$ cat src/rtl/per_voxel_class_normaliser_defines.svh
// Assertion macros shared by the normaliser RTL.
`ifndef PER_VOXEL_CLASS_NORMALISER_DEFINES_SVH
`define PER_VOXEL_CLASS_NORMALISER_DEFINES_SVH

// Same-cycle implication, disabled while reset is asserted.
`define PVCN_ASSERT_NOW(lbl, clk, rst_n, ante, cons, msg) \
    lbl: assert property (@(posedge clk) disable iff (!(rst_n)) (ante) |-> (cons)) \
        else $error(msg);

// Next-cycle implication, disabled while reset is asserted.
`define PVCN_ASSERT_NEXT(lbl, clk, rst_n, ante, cons, msg) \
    lbl: assert property (@(posedge clk) disable iff (!(rst_n)) (ante) |=> (cons)) \
        else $error(msg);

`endif

$ cat src/rtl/pvcn_pkg.sv
package pvcn_pkg;

    // Number of class lanes; fixed by the one-port-per-class payload.
    localparam int MAX_CLASSES = 4;
    // Width of the class-count register.
    localparam int CNT_W = 3;
    localparam logic [CNT_W-1:0] CNT_RESET = 3'd4;
    // Unsigned Q1.16 result width and one restoring step per result bit.
    localparam int OUT_W = 17;
    localparam int DIV_STEPS = OUT_W;
    // Summing stage followed by the divider steps.
    localparam int NSTG = DIV_STEPS + 1;

    typedef struct packed {
        logic [NSTG-1:0] load;
    } t_pipe_ctrl;

endpackage

$ cat src/rtl/pvcn_ctrl.sv
`include "per_voxel_class_normaliser_defines.svh"

module pvcn_ctrl (
    input  logic                  i_clk,
    input  logic                  i_rst_n,
    input  logic                  i_in_valid,
    output logic                  o_in_ready,
    output logic                  o_out_valid,
    input  logic                  i_out_ready,
    output pvcn_pkg::t_pipe_ctrl  o_ctrl
);
    import pvcn_pkg::*;

    logic [NSTG-1:0] r_valid;
    logic [NSTG-1:0] n_valid;
    logic [NSTG-1:0] w_load;
    logic            w_in_xfer;
    logic            w_out_xfer;

    // A stage may take new data when it is empty or its content moves on.
    always_comb begin
        w_load[NSTG-1] = !r_valid[NSTG-1] || i_out_ready;
        for (int s = NSTG - 2; s >= 0; s--) begin
            w_load[s] = !r_valid[s] || w_load[s+1];
        end
    end

    always_comb begin
        n_valid = r_valid;
        if (w_load[0]) begin
            n_valid[0] = i_in_valid;
        end
        for (int s = 1; s < NSTG; s++) begin
            if (w_load[s]) begin
                n_valid[s] = r_valid[s-1];
            end
        end
    end

    always_ff @(posedge i_clk) begin
        if (!i_rst_n) begin
            r_valid <= '0;
        end else begin
            r_valid <= n_valid;
        end
    end

    assign o_in_ready  = w_load[0];
    assign o_out_valid = r_valid[NSTG-1];
    assign o_ctrl.load = w_load;
    assign w_in_xfer   = i_in_valid && w_load[0];
    assign w_out_xfer  = r_valid[NSTG-1] && i_out_ready;

    `PVCN_ASSERT_NOW(a_full_when_blocked, i_clk, i_rst_n, !w_load[0], &r_valid, "input blocked with a bubble in the pipeline")
    `PVCN_ASSERT_NEXT(a_fill_by_one, i_clk, i_rst_n, w_in_xfer && !w_out_xfer, $countones(r_valid) == $past($countones(r_valid)) + 1, "occupancy did not rise by one")
    `PVCN_ASSERT_NEXT(a_drain_by_one, i_clk, i_rst_n, w_out_xfer && !w_in_xfer, $countones(r_valid) + 1 == $past($countones(r_valid)), "occupancy did not fall by one")

endmodule

$ cat src/rtl/pvcn_lane.sv
module pvcn_lane #(
    parameter int PROB_BITS = 16
) (
    input  logic                                             i_clk,
    input  pvcn_pkg::t_pipe_ctrl                             i_ctrl,
    input  logic [PROB_BITS-1:0]                             i_prob,
    input  logic [PROB_BITS+$clog2(pvcn_pkg::MAX_CLASSES):0] i_sum [pvcn_pkg::NSTG],
    output logic [pvcn_pkg::OUT_W-1:0]                       o_quot
);
    import pvcn_pkg::*;

    // Sum width with one spare bit so that a single class still has room.
    localparam int SUM_W = PROB_BITS + $clog2(MAX_CLASSES) + 1;

    logic [SUM_W-1:0] r_rem [NSTG];
    logic [OUT_W-1:0] r_q   [NSTG];
    logic [SUM_W-1:0] n_rem [NSTG];
    logic [OUT_W-1:0] n_q   [NSTG];

    // One restoring division step per stage. The first step tests the
    // unshifted remainder, giving the integer bit of the quotient.
    always_comb begin
        logic [SUM_W:0] trial;
        logic [SUM_W:0] div;
        logic [SUM_W:0] diff;
        logic           ge;
        n_rem[0] = SUM_W'(i_prob);
        n_q[0]   = '0;
        for (int s = 1; s < NSTG; s++) begin
            if (s == 1) begin
                trial = {1'b0, r_rem[s-1]};
            end else begin
                trial = {r_rem[s-1], 1'b0};
            end
            div      = {1'b0, i_sum[s-1]};
            diff     = trial - div;
            ge       = (trial >= div);
            n_rem[s] = ge ? diff[SUM_W-1:0] : trial[SUM_W-1:0];
            n_q[s]   = {r_q[s-1][OUT_W-2:0], ge};
        end
    end

    always_ff @(posedge i_clk) begin
        for (int s = 0; s < NSTG; s++) begin
            if (i_ctrl.load[s]) begin
                r_rem[s] <= n_rem[s];
                r_q[s]   <= n_q[s];
            end
        end
    end

    assign o_quot = r_q[NSTG-1];

endmodule

$ cat src/rtl/per_voxel_class_normaliser.sv
// Per-voxel class normaliser. Each transfer on the input channel carries one
// voxel with up to four unsigned class probabilities; the first class_count of
// them are summed and each is turned into floor(p * 65536 / sum) in unsigned
// Q1.16, so 65536 stands for 1.0, while unused classes give zero. A zero sum
// gives all-zero outputs with o_zero_sum set, and the end-of-volume mark
// travels with its voxel. One voxel is accepted every clock cycle unless all
// stages are full and the result is not taken. The classes are masked and
// summed in the cycle of the transfer and registered with it, then 17 stages
// of a pipelined restoring divider follow, one quotient bit per stage, in
// each of four lanes that share the sum. Each stage holds its item only while
// the stage after it is full, so bubbles close up and the input keeps being
// taken while a finished result waits at the output, until all 18 stages are
// occupied.
// class_count is written through its own channel, which is always ready, and
// must only be changed while no voxel is in flight; 0 is taken as 1 and
// values above four as four.
`include "per_voxel_class_normaliser_defines.svh"

module per_voxel_class_normaliser #(
    parameter int PROB_BITS = 16
) (
    input  logic                         i_clk,
    input  logic                         i_rst_n,
    // Voxel input channel.
    input  logic                         i_valid,
    output logic                         o_ready,
    input  logic [PROB_BITS-1:0]         i_class_prob_0,
    input  logic [PROB_BITS-1:0]         i_class_prob_1,
    input  logic [PROB_BITS-1:0]         i_class_prob_2,
    input  logic [PROB_BITS-1:0]         i_class_prob_3,
    input  logic                         i_last_voxel,
    // Result channel.
    output logic                         o_valid,
    input  logic                         i_ready,
    output logic [pvcn_pkg::OUT_W-1:0]   o_norm_prob_0,
    output logic [pvcn_pkg::OUT_W-1:0]   o_norm_prob_1,
    output logic [pvcn_pkg::OUT_W-1:0]   o_norm_prob_2,
    output logic [pvcn_pkg::OUT_W-1:0]   o_norm_prob_3,
    output logic                         o_zero_sum,
    output logic                         o_last_voxel_out,
    // Configuration write channel.
    input  logic                         i_cfg_valid,
    output logic                         o_cfg_ready,
    input  logic [pvcn_pkg::CNT_W-1:0]   i_cfg_data
);
    import pvcn_pkg::*;

    localparam int SUM_W = PROB_BITS + $clog2(MAX_CLASSES) + 1;

    t_pipe_ctrl              w_ctrl;
    logic [CNT_W-1:0]        r_class_count;
    logic [CNT_W-1:0]        w_eff_count;
    logic [PROB_BITS-1:0]    w_prob [MAX_CLASSES];
    logic [PROB_BITS-1:0]    w_used_prob [MAX_CLASSES];
    logic [SUM_W-1:0]        n_sum;
    logic [SUM_W-1:0]        r_sum  [NSTG];
    logic                    r_zero [NSTG];
    logic                    r_last [NSTG];
    logic [OUT_W-1:0]        w_quot [MAX_CLASSES];

    // The configuration channel never stalls; a transfer simply overwrites
    // the class count.
    assign o_cfg_ready = 1'b1;

    always_ff @(posedge i_clk) begin
        if (!i_rst_n) begin
            r_class_count <= CNT_RESET;
        end else if (i_cfg_valid) begin
            r_class_count <= i_cfg_data;
        end
    end

    // Clamp the register into the range of lanes actually present.
    always_comb begin
        if (r_class_count == '0) begin
            w_eff_count = CNT_W'(1);
        end else if (r_class_count > CNT_W'(MAX_CLASSES)) begin
            w_eff_count = CNT_W'(MAX_CLASSES);
        end else begin
            w_eff_count = r_class_count;
        end
    end

    assign w_prob[0] = i_class_prob_0;
    assign w_prob[1] = i_class_prob_1;
    assign w_prob[2] = i_class_prob_2;
    assign w_prob[3] = i_class_prob_3;

    // Unused classes are forced to zero before summing, so that they also
    // divide out to zero in their lanes.
    always_comb begin
        n_sum = '0;
        for (int k = 0; k < MAX_CLASSES; k++) begin
            w_used_prob[k] = (CNT_W'(k) < w_eff_count) ? w_prob[k] : '0;
            n_sum          = n_sum + SUM_W'(w_used_prob[k]);
        end
    end

    pvcn_ctrl u_ctrl (
        .i_clk       (i_clk),
        .i_rst_n     (i_rst_n),
        .i_in_valid  (i_valid),
        .o_in_ready  (o_ready),
        .o_out_valid (o_valid),
        .i_out_ready (i_ready),
        .o_ctrl      (w_ctrl)
    );

    // The divisor, zero flag and end-of-volume mark follow their voxel down
    // the pipeline alongside the lanes.
    always_ff @(posedge i_clk) begin
        if (w_ctrl.load[0]) begin
            r_sum[0]  <= n_sum;
            r_zero[0] <= (n_sum == '0);
            r_last[0] <= i_last_voxel;
        end
        for (int s = 1; s < NSTG; s++) begin
            if (w_ctrl.load[s]) begin
                r_sum[s]  <= r_sum[s-1];
                r_zero[s] <= r_zero[s-1];
                r_last[s] <= r_last[s-1];
            end
        end
    end

    for (genvar k = 0; k < MAX_CLASSES; k++) begin : g_lane
        pvcn_lane #(
            .PROB_BITS (PROB_BITS)
        ) u_lane (
            .i_clk  (i_clk),
            .i_ctrl (w_ctrl),
            .i_prob (w_used_prob[k]),
            .i_sum  (r_sum),
            .o_quot (w_quot[k])
        );
    end

    // With a zero divisor every trial subtraction succeeds, so the lanes'
    // quotients are meaningless there and are masked out.
    assign o_norm_prob_0    = r_zero[NSTG-1] ? '0 : w_quot[0];
    assign o_norm_prob_1    = r_zero[NSTG-1] ? '0 : w_quot[1];
    assign o_norm_prob_2    = r_zero[NSTG-1] ? '0 : w_quot[2];
    assign o_norm_prob_3    = r_zero[NSTG-1] ? '0 : w_quot[3];
    assign o_zero_sum       = r_zero[NSTG-1];
    assign o_last_voxel_out = r_last[NSTG-1];

    // Truncated quotients can never add up to more than one.
    `PVCN_ASSERT_NOW(a_sum_at_most_one, i_clk, i_rst_n, o_valid, (OUT_W + 2)'(o_norm_prob_0) + (OUT_W + 2)'(o_norm_prob_1) + (OUT_W + 2)'(o_norm_prob_2) + (OUT_W + 2)'(o_norm_prob_3) <= (OUT_W + 2)'(65536), "normalised probabilities exceed one")

endmodule

$ cat config.mk
export PLATFORM = sky130hd
export DESIGN_NAME = per_voxel_class_normaliser
export DESIGN_NICKNAME = d
export VERILOG_FILES = /design/src/rtl/pvcn_pkg.sv /design/src/rtl/pvcn_ctrl.sv /design/src/rtl/pvcn_lane.sv /design/src/rtl/per_voxel_class_normaliser.sv
export VERILOG_INCLUDE_DIRS = /design/src /design/src/rtl
export SDC_FILE = /design/constraint.sdc
export NUM_CORES = 2
export LEC_CHECK = 0
export BUFFER_PORTS_ARGS = -buffer_cell sky130_fd_sc_hd__buf_2
export CORE_ASPECT_RATIO = 0.5
export CORE_MARGIN = 2
export CORE_UTILIZATION = 45
export DETAILED_ROUTE_END_ITERATION = 12
export MAX_ROUTING_LAYER = met4
export SLEW_MARGIN = 20
export SYNTH_ARGS = -nofsm -noshare
export SYNTH_HDL_FRONTEND = slang
export SYNTH_HIERARCHICAL = 1
export SYNTH_SLANG_ARGS = --single-unit
$ cat constraint.sdc
create_clock -name i_clk -period 15.4 [get_ports i_clk]
set_clock_uncertainty 0.1 [all_clocks]
set_input_delay 3.08 -clock i_clk [delete_from_list [all_inputs] [get_ports i_clk]]
set_output_delay 3.08 -clock i_clk [all_outputs]
set_load 0.1 [all_outputs]
; Yosys cells after proc, flatten, opt, wreduce, memory -nomap -nowiden
; Memory sizes are Yosys's and may differ from the RTL's.
; Index checks and enable logic that the tools add are counted.
[word_totals]
ram_bits = 2628
elab_cells = 342
output_inout_bits = 73
regBits = 344
input_bits = 73
memories = 10
[memory_table]
columns = name, words, word_bits, read_ports, rd_clocked_by_memory_dff, write_ports, line
row1 = g_lane[0].u_lane.r_rem, 18, 19, 17, 0, 18, pvcn_lane.sv:15  ; logic [SUM_W-1:0] r_rem [NSTG];
row2 = g_lane[1].u_lane.r_rem, 18, 19, 17, 0, 18, pvcn_lane.sv:15
row3 = g_lane[2].u_lane.r_rem, 18, 19, 17, 0, 18, pvcn_lane.sv:15
row4 = g_lane[3].u_lane.r_rem, 18, 19, 17, 0, 18, pvcn_lane.sv:15
row5 = g_lane[0].u_lane.r_q, 18, 17, 18, 0, 18, pvcn_lane.sv:16  ; logic [OUT_W-1:0] r_q [NSTG];
row6 = g_lane[1].u_lane.r_q, 18, 17, 18, 0, 18, pvcn_lane.sv:16
row7 = +4 memories, -, -, -, -, -, -
[op_classes]
add_sub_neg = 71
reduce_logical = 38
mux = 114
order_cmp = 73
[op_table]
columns = operator, count
row1 = 19-bit two-way mux, 68
row2 = 19-bit subtractor, 68
row3 = 20-bit by 19-bit greater-or-equal comparator with 1-bit output, 64
row4 = 19-bit greater-or-equal comparator, 4
row5 = 17-bit two-way mux, 4
row6 = 16-bit two-way mux, 4
row7 = 1-bit two-way mux, 36
row8 = 18-bit by 16-bit adder with 19-bit output, 1
row9 = 19-bit zero test, 1
row10 = 17-bit by 16-bit adder with 18-bit output, 1
row11 = 1-bit zero test, 18
row12 = 1-bit logical OR, 18
row13 = 16-bit by 16-bit adder with 17-bit output, 1
row14 = "1-bit by 3-bit < comparator with 1-bit output, first input constant", 2
row15 = "2-bit by 3-bit < comparator with 1-bit output, first input constant", 2
row16 = 3-bit two-way mux, 2
row17 = "3-bit greater-than comparator, second input constant", 1
row18 = 3-bit zero test, 1

; Depth between registers and ports, before layout
[depth]
depth_word = 21
ltp_mapped = 17
depth_no_buf = 14

; Modules after synthesis
; Netlist, hierarchy kept.
[modules_own_cells]
columns = module, instances, cells_each, seq_area_each_um2, area_each_um2
row1 = pvcn_lane at g_lane[0].u_lane ..., 3, 3176, 14203.6, 32985.4
row2 = pvcn_lane at g_lane[1].u_lane, 1, 3194, 14203.6, 33045.4
row3 = per_voxel_class_normaliser, 1, 743, 10870.4, 13404.1
row4 = pvcn_ctrl, 1, 99, 360.3, 830.8

; Least setup slack after synthesis
; Ideal clock, no wire load.
[synth_path]
kind = input -> register
from = in i_ready
to = mem g_lane[0].u_lane.r_q[6][0], enable pin
setup_time_ns = 1.607
slack_ns = 5.964
arrival_ns = 7.728
cell_stages = 4
path_buffers = 0
required_ns = 13.693
cell_sequence = and2b_2 -> inv_2 -> nor4_4 -> nand4_1
[synth_rtl]
columns = item, line
row1 = "start, declared", per_voxel_class_normaliser.sv:34  ; input logic i_ready,
row2 = "end, declared", pvcn_lane.sv:16

; Final worst setup path
[layout_path]
from = in i_ready
to = out o_ready
[layout_via]
elab_chain_len = 18
[layout_lines]
columns = item, line
row1 = 1-bit logical OR, pvcn_ctrl.sv:22  ; w_load[NSTG-1] = !r_valid[NSTG-1] || i_out_ready;
row2 = 1-bit logical OR (17 in series), pvcn_ctrl.sv:24  ; w_load[s] = !r_valid[s] || w_load[s+1];
row3 = "end, declared", per_voxel_class_normaliser.sv:26  ; output logic o_ready,
; No other way between the ends.

==> results.sh <==
export IMPL_grt_overflow=0
export IMPL_crit_family="buffers and inverters"
export IMPL_synthCells=13500
export IMPL_rows=147
export IMPL_grt_pass1_wl_mm=575
export IMPL_drt_total_wl_mm=377
export IMPL_slew_headroom=0.282
export IMPL_cp_start_kind="primary input"
export IMPL_root_buffer="clkbuf_16"
export IMPL_wl_per_cell_um=20.6
export IMPL_criticalPathCategory="in -> out"
export IMPL_crit_chain="buf_2, nand3b_1, nor4_4, buf_4, nand4_1, buf_4, buf_2"
export IMPL_htreeDepth=4
export IMPL_clock_sinks=2255
export IMPL_post_cts_buffers=0
export IMPL_dp_cells=17900
export IMPL_drc=0
export IMPL_layout_cells_non_filler=18300
export IMPL_holdPathEnd="g_lane[3].u_lane/r_q[8][7]$_DFFE_PP_"
export IMPL_nets=15300
export IMPL_rsz0062_at_grt="false"
export IMPL_multi_input_area_mm2=0.0713
export IMPL_viasPerCell=5.45
export IMPL_grt_max_degree=80
export IMPL_cap_viol_max_count=0
export IMPL_cts_tree="yes"
export IMPL_die_y_um=406
export IMPL_ant_nets=0
export IMPL_final_cell_mix="edfxtp_1 (2234), inv_1 (1626), ha_1 (1293)"
export IMPL_regArea_mm2=0.0675
export IMPL_critical_path_slowest_cell="buf_2"
export IMPL_setup_tns_ps=0
export IMPL_rrSetupSlack_ps=9720
export IMPL_max_freq_mhz=129
export IMPL_die_area_mm2=0.329
export IMPL_r2r_cells=14
export IMPL_area_delta_synth_final_pct=9.14
export IMPL_synth_warning_count=6
export IMPL_clock_path_buffers=4
export IMPL_crit_path_max_fanout=30
export IMPL_cp_required_ps=12220
export IMPL_cp_startpoint="i_ready"
export IMPL_grt_pass1_vias=97400
export IMPL_cp_arrival_ps=4570
export IMPL_setup_viol=0
export IMPL_clk_latency_ps=920
export IMPL_first_pass_iters=6
export IMPL_cts_made_buffers=220
export IMPL_hold_path_class="reg -> reg"
export IMPL_ios=146
export IMPL_hpwl_mm=295
export IMPL_worstMarginPinSlew_ps=1050
export IMPL_ctsResizeCount=0
export IMPL_path_buf_inv=4
export IMPL_drive_above_1_share=0.0954
export IMPL_status="finished clean"
export IMPL_max_stage_delay_ps=510
export IMPL_dr_total_vias=100000
export IMPL_netlist_area_mm2=0.146
export IMPL_reg2reg_from="r_class_count[2]$_SDFFE_PN1P_"
export IMPL_drt_iter0_markers=6871
export IMPL_endpoint_kind="output pin"
export IMPL_period_needed_ps=7750
export IMPL_place_congestion=0.945
export IMPL_timing_rr_end="r_zero[0]$_DFFE_PP_"
export IMPL_clkTransAtPathRegs_ps=70
export IMPL_min_from="g_lane[3].u_lane/r_q[7][6]$_DFFE_PP_"
export IMPL_start_util=0.453
export IMPL_cts_hold_buf=0
export IMPL_antenna_found_initial=5
export IMPL_holdPathStages=0
export IMPL_grt_total_usage=0.231
export IMPL_die_w_um=809
export IMPL_fill_cells=29200
export IMPL_timing_final_crit_share=0.504
export IMPL_port_buffers=144
export IMPL_avgSynthCellArea_um2=10.8
export IMPL_hold_viol=0
export IMPL_drv_slew=0
export IMPL_layout_commonest_cell="edfxtp_1"
export IMPL_core_area_mm2=0.322
## worst max-delay path by stage
stage	end	slack, ps	depth (start not counted)
floorplan	g_lane[0].u_lane/r_q[6][0]$_DFFE_PP_	6090	4
global placement	o_ready	7650	7
detailed placement	o_ready	7620	7
CTS	o_ready	7620	7
global route	o_ready	7560	7
finish	o_ready	7650	7
## metal layers
layer  vias to the layer above  part of all wire  global-route usage
met4                         0             0.044              0.0859
met5                         -                 0                   -
met3                       689             0.031              0.0212
met1                     47500              0.43               0.280
li1                      49800                 -                   -
met2                      2039              0.49               0.403
## flip-flops by register name (all words and copies together), names as in the netlist
| register | flops |
|---|---|
| g_lane.u_lane/r_q | 612 |
| g_lane.u_lane/r_rem | 1280 |
| r_class_count | 3 |
| r_last | 18 |
| r_sum | 306 |
| r_zero | 18 |
| u_ctrl/r_valid | 18 |
## area by class of cell
class / count / share of cell area
flip-flops and latches: 2255 / 0.425
clock inverters: 144 / 0.00987
diodes: 13 / 0.000205
well taps: 4321 / 0.0340
inverters: 1647 / 0.0391
multi-input cells: 9469 / 0.448
clock buffers: 249 / 0.0353
repair buffers: 237 / 0.00892
## metrics by stage
step	cell area, um2	setup slack [ps]	hold slack [ps]	util
floorplan	146000	6090	300	-
global placement	152000	7650	301	0.472
detailed placement	152000	7620	305	0.472
CTS	159000	7620	248	0.494
global route	159000	7560	263	0.495
finish	159000	7650	251	0.495
Power is not shown: default switching activity piles up to over one toggle a cycle in this logic, so the estimate is an artifact.
